File: src/hw/rtl/tse_pkg.sv
package tse_pkg;

    localparam int ACTION_W = 3;
    localparam int HOURS_W  = 5;
    localparam int MINSEC_W = 6;
    localparam int CURSOR_W = 3;

    typedef enum logic [ACTION_W-1:0] {
        ACT_LOAD    = 3'd0,
        ACT_RIGHT   = 3'd1,
        ACT_LEFT    = 3'd2,
        ACT_UP      = 3'd3,
        ACT_DOWN    = 3'd4,
        ACT_CONFIRM = 3'd5,
        ACT_EXIT    = 3'd6
    } t_action;

    localparam logic [CURSOR_W-1:0] POS_HOUR_T = 3'd0;
    localparam logic [CURSOR_W-1:0] POS_HOUR_U = 3'd1;
    localparam logic [CURSOR_W-1:0] POS_MIN_T  = 3'd2;
    localparam logic [CURSOR_W-1:0] POS_MIN_U  = 3'd3;
    localparam logic [CURSOR_W-1:0] POS_SEC_T  = 3'd4;
    localparam logic [CURSOR_W-1:0] POS_SEC_U  = 3'd5;

    localparam logic [HOURS_W-1:0]  HOURS_MAX  = 5'd23;
    localparam logic [MINSEC_W-1:0] MINSEC_MAX = 6'd59;

    localparam logic [3:0] HOUR_TENS_LIM = 4'd2;
    localparam logic [3:0] TENS_LIM      = 4'd5;
    localparam logic [3:0] UNITS_LIM     = 4'd9;

    // step one decimal digit of a two-digit value, wrapping in [0, lim]
    function automatic logic [6:0] step_digit(
        input logic [MINSEC_W-1:0] value,
        input logic                tens,
        input logic [3:0]          lim,
        input logic                up
    );
        logic [13:0] prod;
        logic [3:0]  hi;
        logic [3:0]  lo;
        logic [3:0]  d;
        prod = 14'(value) * 14'd205;
        hi   = 4'(prod >> 11);
        lo   = 4'(value - 6'({2'b00, hi} * 6'd10));
        d    = tens ? hi : lo;
        if (up) begin
            d = (d >= lim) ? 4'd0 : d + 4'd1;
        end else begin
            d = (d == 4'd0 || d > lim) ? lim : d - 4'd1;
        end
        return tens ? (7'(d) * 7'd10 + 7'(lo)) : (7'(hi) * 7'd10 + 7'(d));
    endfunction

endpackage

File: src/hw/rtl/time_setting_digit_editor.sv
// Channel | Valid        | Stall        | Payload
// request | i_in_valid   | o_in_stall   | i_action, i_load_hours/minutes/seconds
// result  | o_out_valid  | i_out_stall  | o_shown_*, o_cursor_position, o_commit
//
// One request per cycle sustained while the result side does not stall; a request is
// taken into the input register, then its result into the edit state / result register.
// The digit update is one short combinational step between the two registers.
// Reset is synchronous: edit time and cursor clear to zero, both stages empty.
// A stalled result holds; the input register still takes a request while it is
// empty or the result register is free or being taken.
module time_setting_digit_editor (
    input  logic                           i_clk,
    input  logic                           i_rst_n,
    input  logic                           i_in_valid,
    output logic                           o_in_stall,
    input  logic [tse_pkg::ACTION_W-1:0]   i_action,
    input  logic [tse_pkg::HOURS_W-1:0]    i_load_hours,
    input  logic [tse_pkg::MINSEC_W-1:0]   i_load_minutes,
    input  logic [tse_pkg::MINSEC_W-1:0]   i_load_seconds,
    output logic                           o_out_valid,
    input  logic                           i_out_stall,
    output logic [tse_pkg::HOURS_W-1:0]    o_shown_hours,
    output logic [tse_pkg::MINSEC_W-1:0]   o_shown_minutes,
    output logic [tse_pkg::MINSEC_W-1:0]   o_shown_seconds,
    output logic [tse_pkg::CURSOR_W-1:0]   o_cursor_position,
    output logic                           o_commit
);
    import tse_pkg::*;

    logic                r_in_vld;
    logic [ACTION_W-1:0] r_action;
    logic [HOURS_W-1:0]  r_load_h;
    logic [MINSEC_W-1:0] r_load_m;
    logic [MINSEC_W-1:0] r_load_s;

    logic                r_out_vld;
    logic [HOURS_W-1:0]  r_edit_h;
    logic [MINSEC_W-1:0] r_edit_m;
    logic [MINSEC_W-1:0] r_edit_s;
    logic [CURSOR_W-1:0] r_cursor;
    logic                r_commit;

    logic [HOURS_W-1:0]  n_edit_h;
    logic [MINSEC_W-1:0] n_edit_m;
    logic [MINSEC_W-1:0] n_edit_s;
    logic [CURSOR_W-1:0] n_cursor;
    logic                n_commit;
    logic [6:0]          hours_wide;
    logic                out_adv;
    logic                in_take;

    assign out_adv    = !r_out_vld || !i_out_stall;
    assign o_in_stall = r_in_vld && !out_adv;
    assign in_take    = i_in_valid && !o_in_stall;

    always_ff @(posedge i_clk) begin
        if (!i_rst_n) begin
            r_in_vld <= 1'b0;
        end else if (out_adv || !r_in_vld) begin
            r_in_vld <= i_in_valid;
        end
        if (in_take) begin
            r_action <= i_action;
            r_load_h <= i_load_hours;
            r_load_m <= i_load_minutes;
            r_load_s <= i_load_seconds;
        end
    end

    always_comb begin
        n_edit_h   = r_edit_h;
        n_edit_m   = r_edit_m;
        n_edit_s   = r_edit_s;
        n_cursor   = r_cursor;
        n_commit   = 1'b0;
        hours_wide = 7'(r_edit_h);
        case (r_action)
            ACT_LOAD: begin
                n_edit_h = (r_load_h > HOURS_MAX)  ? HOURS_MAX  : r_load_h;
                n_edit_m = (r_load_m > MINSEC_MAX) ? MINSEC_MAX : r_load_m;
                n_edit_s = (r_load_s > MINSEC_MAX) ? MINSEC_MAX : r_load_s;
            end
            ACT_RIGHT: begin
                n_cursor = (r_cursor >= POS_SEC_U) ? POS_HOUR_T : r_cursor + 3'd1;
            end
            ACT_LEFT: begin
                n_cursor = (r_cursor == POS_HOUR_T) ? POS_SEC_U : r_cursor - 3'd1;
            end
            ACT_UP, ACT_DOWN: begin
                case (r_cursor)
                    POS_HOUR_T: hours_wide = step_digit(6'(r_edit_h), 1'b1,
                                    HOUR_TENS_LIM, r_action == ACT_UP);
                    POS_HOUR_U: hours_wide = step_digit(6'(r_edit_h), 1'b0,
                                    UNITS_LIM, r_action == ACT_UP);
                    POS_MIN_T:  n_edit_m = 6'(step_digit(r_edit_m, 1'b1,
                                    TENS_LIM, r_action == ACT_UP));
                    POS_MIN_U:  n_edit_m = 6'(step_digit(r_edit_m, 1'b0,
                                    UNITS_LIM, r_action == ACT_UP));
                    POS_SEC_T:  n_edit_s = 6'(step_digit(r_edit_s, 1'b1,
                                    TENS_LIM, r_action == ACT_UP));
                    POS_SEC_U:  n_edit_s = 6'(step_digit(r_edit_s, 1'b0,
                                    UNITS_LIM, r_action == ACT_UP));
                    default: ;
                endcase
                n_edit_h = (hours_wide > 7'(HOURS_MAX)) ? HOURS_MAX : 5'(hours_wide);
            end
            ACT_CONFIRM: begin
                n_commit = 1'b1;
                n_cursor = POS_HOUR_T;
            end
            ACT_EXIT: begin
                n_cursor = POS_HOUR_T;
            end
            default: ;
        endcase
    end

    always_ff @(posedge i_clk) begin
        if (!i_rst_n) begin
            r_out_vld <= 1'b0;
            r_edit_h  <= '0;
            r_edit_m  <= '0;
            r_edit_s  <= '0;
            r_cursor  <= '0;
            r_commit  <= 1'b0;
        end else if (out_adv) begin
            r_out_vld <= r_in_vld;
            if (r_in_vld) begin
                r_edit_h <= n_edit_h;
                r_edit_m <= n_edit_m;
                r_edit_s <= n_edit_s;
                r_cursor <= n_cursor;
                r_commit <= n_commit;
            end
        end
    end

    assign o_out_valid       = r_out_vld;
    assign o_shown_hours     = r_edit_h;
    assign o_shown_minutes   = r_edit_m;
    assign o_shown_seconds   = r_edit_s;
    assign o_cursor_position = r_cursor;
    assign o_commit          = r_commit;

    a_commit_home: assert property (@(posedge i_clk) disable iff (!i_rst_n)
        o_out_valid && o_commit |-> o_cursor_position == POS_HOUR_T)
        else $error("commit with cursor away from home");

    a_time_range: assert property (@(posedge i_clk) disable iff (!i_rst_n)
        o_out_valid |-> o_shown_hours <= HOURS_MAX && o_shown_minutes <= MINSEC_MAX
                        && o_shown_seconds <= MINSEC_MAX)
        else $error("edited time out of range");

    a_cursor_range: assert property (@(posedge i_clk) disable iff (!i_rst_n)
        o_out_valid |-> o_cursor_position <= POS_SEC_U)
        else $error("cursor out of range");

    a_stall_full: assert property (@(posedge i_clk) disable iff (!i_rst_n)
        o_in_stall |-> r_in_vld && r_out_vld)
        else $error("input stalled with room in the pipe");

endmodule

File: config.mk
export PLATFORM = sky130hd
export DESIGN_NAME = time_setting_digit_editor
export DESIGN_NICKNAME = d
export VERILOG_FILES = /design/src/hw/rtl/tse_pkg.sv /design/src/hw/rtl/time_setting_digit_editor.sv
export SDC_FILE = /design/constraint.sdc
export NUM_CORES = 1
export LEC_CHECK = 0
export BUFFER_PORTS_ARGS = -buffer_cell sky130_fd_sc_hd__buf_2
export CAP_MARGIN = 20
export CORE_MARGIN = 8
export CORE_UTILIZATION = 50
export DETAILED_ROUTE_END_ITERATION = 10
export GPL_TIMING_DRIVEN = 0
export PLACE_DENSITY = 0.68
export SLEW_MARGIN = 20
export SYNTH_ARGS = -nofsm -noshare
export SYNTH_HDL_FRONTEND = slang
export SYNTH_SLANG_ARGS = --single-unit
File: constraint.sdc
create_clock -name i_clk -period 13.9 [get_ports i_clk]
set_input_delay 2.78 -clock i_clk [delete_from_list [all_inputs] [get_ports i_clk]]
set_output_delay 2.78 -clock i_clk [all_outputs]
set_load 0.02 [all_outputs]
# --- Word level (Yosys, flattened, before mapping) ---
# Cells that the tools add are included.
word_totals:
  regBits: 43
  output_inout_bits: 23
  elab_cells: 153
op_classes:
  add_sub_neg: 23
  multipliers: 12
  order_cmp: 17
  eq_ne: 13
  mux: 45
  n_reduce_logical: 32
op_table:
  columns: ["operator", "count"]
  rows:
  - ["4-bit 2-to-1 mux", 29]
  - ["6-bit case mux with 2 select lines", 4]
  - ["6-bit by 8-bit multiplier with 14-bit output, second input constant", 2]
  - ["6-bit by 4-bit adder with 6-bit output", 4]
  - ["4-bit logical NOT", 6]
  - ["3-bit equality test, second input constant", 5]
  - ["7-bit case mux with 2 select lines", 1]
  - ["5-bit by 8-bit multiplier with 13-bit output, second input constant", 1]
  - ["4-bit by 1-bit adder with 4-bit output, second input constant", 3]
  - ["3-bit by 2-bit equality test with 1-bit output, second input constant", 4]
  - ["4-bit >= comparator, second input constant", 3]
  - ["4-bit > comparator, second input constant", 3]
  - ["6-bit > comparator, second input constant", 2]
  - ["6-bit 2-to-1 mux", 2]
  - ["4-bit by 1-bit subtractor with 4-bit output, second input constant", 3]
  - ["4-bit subtractor", 3]
  - ["3-bit by 3-bit multiplier with 5-bit output, second input constant", 2]
  - ["4-bit by 3-bit multiplier with 5-bit output, second input constant", 2]
  - ["5-bit 2-to-1 mux", 2]
  - ["5-bit case mux with 2 select lines", 1]
  - ["3-bit >= comparator, second input constant", 3]
  - ["3-bit 2-to-1 mux", 3]
  - ["3-bit case mux with 3 select lines", 1]
  - ["3-bit by 1-bit adder with 4-bit output, second input constant", 2]
  - ["31 further kinds", 51]

# --- Longest topological paths before layout ---
logic_depth:
  word_depth: 15
  ltp_mapped: 33
  depth_no_buf: 31

# --- Worst setup path after synthesis ---
# Ideal clock, no wire load.
synth_timing:
  kind: "reg2reg"
  from: "register r_edit_h[3] (netlist: o_shown_hours[3])"
  to: "register r_edit_h[1] (netlist: o_shown_hours[1])"
  setup_time_ns: 0.122
  arrival_time_ns: 7.083
  required_time_ns: 13.778
  path_slack_ns: 6.695
  path_stages_with_launch: 33
  path_buffers: 3
  period_less_slack_ns: 7.205
  cell_sequence: "dfxtp_1 -> buf_2 -> inv_1 -> ha_1 -> inv_1 -> ha_1 -> fa_1 -> ha_1 -> nor4_1 -> a22o_1 -> buf_6 -> o22ai_1 -> xnor2_1 -> xnor2_1 -> ha_1 -> clkbuf_1 -> a21oi_1 -> a2111oi_1 -> or3_4 -> xnor2_4 -> a211oi_1 -> a31oi_1 -> a21oi_1 -> ha_1 -> inv_1 -> fa_1 -> nor2b_1 -> nor2_1 -> o21ai_0 -> o31ai_1 -> nor2b_1 -> o221a_1 -> o311a_1"
synth_via:
  elab_chain_cells: 15
  elab_cells_between_ends: 34
  classes_between: "add/sub: 7; mul: 4; order compare: 5; mux: 14; reduce/logical: 4"
synth_lines:
  columns: ["item", "line_no", "source"]
  rows:
  - ["start: declaration", "time_setting_digit_editor.sv:37", "logic [HOURS_W-1:0] r_edit_h;"]
  - ["start signal: assignment", "time_setting_digit_editor.sv:129", "r_edit_h <= n_edit_h;"]
  - ["5-bit by 8-bit multiplier with 13-bit output", "tse_pkg.sv:43", "prod = 14'(value) * 14'd205;"]
  - ["2-bit by 3-bit multiplier with 3-bit output", "tse_pkg.sv:45", "lo = 4'(value - 6'({2'b00, hi} * 6'd10));"]
  - ["4-bit subtractor", "tse_pkg.sv:45", null]
  - ["4-bit > comparator / 4-bit logical NOT (equally long branches)", "tse_pkg.sv:50", "d = (d == 4'd0 || d > lim) ? lim : d - 4'd1;"]
  - ["1-bit logical OR", "tse_pkg.sv:50", null]
  - ["4-bit 2-to-1 mux", "tse_pkg.sv:50", null]
  - ["4-bit 2-to-1 mux", "tse_pkg.sv:47", "if (up) begin"]
  - ["4-bit 2-to-1 mux", "time_setting_digit_editor.sv:90", "case (r_cursor)"]
  - ["4-bit 2-to-1 mux", "time_setting_digit_editor.sv:77", "case (r_action)"]
  - ["6-bit by 4-bit adder with 7-bit output", "tse_pkg.sv:52", "return tens ? (7'(d) * 7'd10 + 7'(lo)) : (7'(hi) * 7'd10 + 7'(d));"]
  - ["7-bit case mux with 2 select lines (*)", "time_setting_digit_editor.sv:90", null]
  - ["7-bit 2-to-1 mux (*)", "time_setting_digit_editor.sv:77", null]
  - ["7-bit by 5-bit > comparator with 1-bit output", "time_setting_digit_editor.sv:105", "n_edit_h = (hours_wide > 7'(HOURS_MAX)) ? HOURS_MAX : 5'(hours_wide);"]
  - ["5-bit 2-to-1 mux (*)", "time_setting_digit_editor.sv:105", null]
  - ["5-bit case mux with 2 select lines (*)", "time_setting_digit_editor.sv:77", null]
# Mark *: on every way between the ends. The rest lies on a longest branch, timed or not. The select of a mux whose other input is x is not followed.
# A chain may end at the register's enable or synchronous reset.

# --- Worst setup path in the final report ---
layout_timing:
  from: "register r_edit_h[3] (netlist: o_shown_hours[3])"
  to: "register r_edit_h[2] (netlist: o_shown_hours[2])"
# Same word-level chain as after synthesis.

==> metrics.yaml <==
outcome:
  status: "finished, final reports clean"
floorplanning:
  start_util_pct: 51.6
  die_w_um: 130
  core_sq_mm: 0.0127
  num_rows: 41
  num_io_pins: 47
  fp.dieH_um: 130
  die_area_sq_mm: 0.0170
synthesis:
  async_flop_share_pct: 0
  syn_avg_cell_area_sq_um: 8.54
  synth_cells: 766
  ys_top_cells_by_count: "ha_1 (135), inv_1 (78), nand2_1 (65)"
  yosysMostFrequentCell: "ha_1"
  synth_seq_area_share_pct: 16.2
  synth_flop_cell: "dfxtp_1"
  synth_cell_type_count: 76
  synth.area.top_cells: "ha_1 (26%), edfxtp_1 (9.2%), dfxtp_1 (7.0%)"
  syn-num-nets: 948
  yosysTopAreaCell: "ha_1"
  synth_area_sq_mm: 0.00654
  ys_seq_elements: 43
  ys_warn_count: 0
  synth-edff-count: 20
  yosysTopAreaCellShare_pct: 25.8
setup_path:
  crit_type: "reg -> reg"
  startpoint: "o_shown_hours[3]"
  critPathMaxStageDelay_ns: 0.83
  r2r_start: "o_shown_hours[3]"
  cp-start-kind: "flip-flop"
  reg2reg_depth: 31
  crit_slowest_cell: "a2111oi_1"
  r2r-end: "o_shown_hours[2]"
  cp_max_fo: 10
  critPathMostFrequentCell: "ha_1"
  cp.arrival_ns: 8.59
  r2r_slack_ns: 5.48
  end_kind: "flip-flop"
  critPathRequiredTime_ns: 14.07
clocking:
  post_cts_buffers: 0
  cts_resized: 0
  cts.sink_count: 43
  clockBufferDepth: 2
  cts_made_buffers: 5
  hold_buffers: 0
  clkTransAtPathRegs_ns: 0.06
  cts_tree: "built"
  root_buffer: "clkbuf_16"
  htreeDepth: 2
  clk_latency_ns: 0.29
timing:
  final.setup.tns_ns: 0
  hold_viol: 0
  tightest_slew_ns: 0.940
  finalCritPeriodShare_pct: 60.6
  maxSlewViolCount: 0
  max_slew_margin_pct: 36.9
  finalSetupViolations: 0
  rsz0062_at_grt: "no"
  fmax_ghz: 0.119
  fin_skew_ns: 0.00871
  fin_crit_ns: 8.42
routing:
  drtIter0Drc: 396
  first_pass_iters: 5
  wire_per_inst_um: 16.8
  vias_per_cell: 5.96
  drc: 0
  drt_wl_total_mm: 16.7
  postRouteAntennaNets: 0
  via_count: 5915
global_routing:
  grt_util_all_layers_pct: 20.3
  antenna_found_initial: 0
  grt_max_degree: 16
  grt_pass1_wl_mm: 28.1
  grt_overflow_total: 0
  first_global_vias: 5846
finish:
  fillers: 1162
  area.growth.synth_to_final_pct: 9.17
  n_antenna_cell: 0
  postLayoutCellArea_sq_mm: 0.00714
  drive_gt1_share_pct: 9.39
  fin_nets: 1001
place:
  dp_hpwl_mm: 13.6
  gp_congestion: 0.922
  portBuffers: 45
  place_area_sq_mm: 0.00700
min_path:
  min_path_type: "reg -> reg"
  hold_depth: 2
  hold_path_startpoint: "o_commit"
  whs_endpoint: "o_commit"
pwr:
  power.total_w: 0.000458
  cellPowerDensity_mw_per_mm2: 64.2
  ir_drop_v: 0.0000696
  power.leakage_nw: 3.58
flow_run:
  max_cap_viol_count: 0
[per-layer routing]
metal  wire, um  track usage, %  vias up
li1           -               -     2906
met1       7880            27.7     2825
met2       7760            33.5      162
met3        855            2.20       22
met4        208            4.79        0
met5          0               0        -
[layout make-up]
type / count / area (sq um) / area share [%]
plain buffers: 24 / 104 / 1.45
flip-flops and latches: 43 / 1060 / 14.9
clock inverters: 2 / 12.5 / 0.175
repair buffers: 46 / 240 / 3.37
inverters: 78 / 293 / 4.10
clock buffers: 6 / 129 / 1.81
well taps: 172 / 215 / 3.01
multi-input cells: 621 / 5080 / 71.2
[flip-flops by register name, summed over array words and instances (netlist names)]
signal,cells
o_shown_minutes,6
o_commit,1
r_load_m,6
r_action,3
o_shown_hours,5
r_in_vld,1
r_load_h,5
o_out_valid,1
o_shown_seconds,6
o_cursor_position,3
r_load_s,6
[report_power, final]
group          total [W]  leakage [nW]  internal (W)  switching (W)
clock network   0.000113        0.0669     0.0000662      0.0000469
logic           0.000197          3.13     0.0000807       0.000116
registers       0.000148         0.383      0.000139     0.00000848
[placed cells by master, fill, tap and decap left out, types with 22 or more instances in the layout]
cell,instances
a21oi_1,42
buf_2,47
dfxtp_1,23
fa_1,23
ha_1,135
inv_1,78
nand2_1,65
nor2_1,40
o21ai_0,45
xnor2_1,22
[critical path, delay by kind of cell (launching register included)]
family                   cells  cell delay [ns]
adder cells (fa/ha/maj)      7             1.88
AND/OR/NAND/NOR              5             0.96
AO/OA/AOI/OAI               12             3.15
XOR/XNOR                     3             0.96
flip-flops                   1             0.47
buffers and inverters        4             0.89
[metrics by stage]
stage	setup WS (ns)	hold slack (ns)	util, %	cells
finish	5.48	0.466	56.3	992
global route	4.90	0.493	56.3	992
CTS	5.58	0.473	56.3	992
detailed placement	5.64	0.468	55.2	984
global placement	5.73	0.462	55.1	983
floorplan	6.69	0.485	-	766
[logic make-up after synthesis]
| group | count (synthesis) | synth area share, % |
|---|---|---|
| compound gates | 214 | 22.4 |
| xor+xnor | 35 | 5.20 |
| fa+ha+maj | 158 | 32.9 |
| buf+inv | 102 | 6.07 |
| flops | 43 | 16.2 |
| mux | 11 | 2.12 |
| simple gates | 203 | 15.1 |
[how the worst max path moves through the flow]
stage	to	cells after the start
final	o_shown_hours[2]	31
after global routing	o_shown_hours[2]	31
after CTS	o_shown_hours[2]	31
after detailed placement	o_shown_hours[2]	31
after global placement	o_shown_hours[2]	31
after floorplan	o_shown_hours[1]	32
Note: power is estimated with default switching activity, not from simulation.
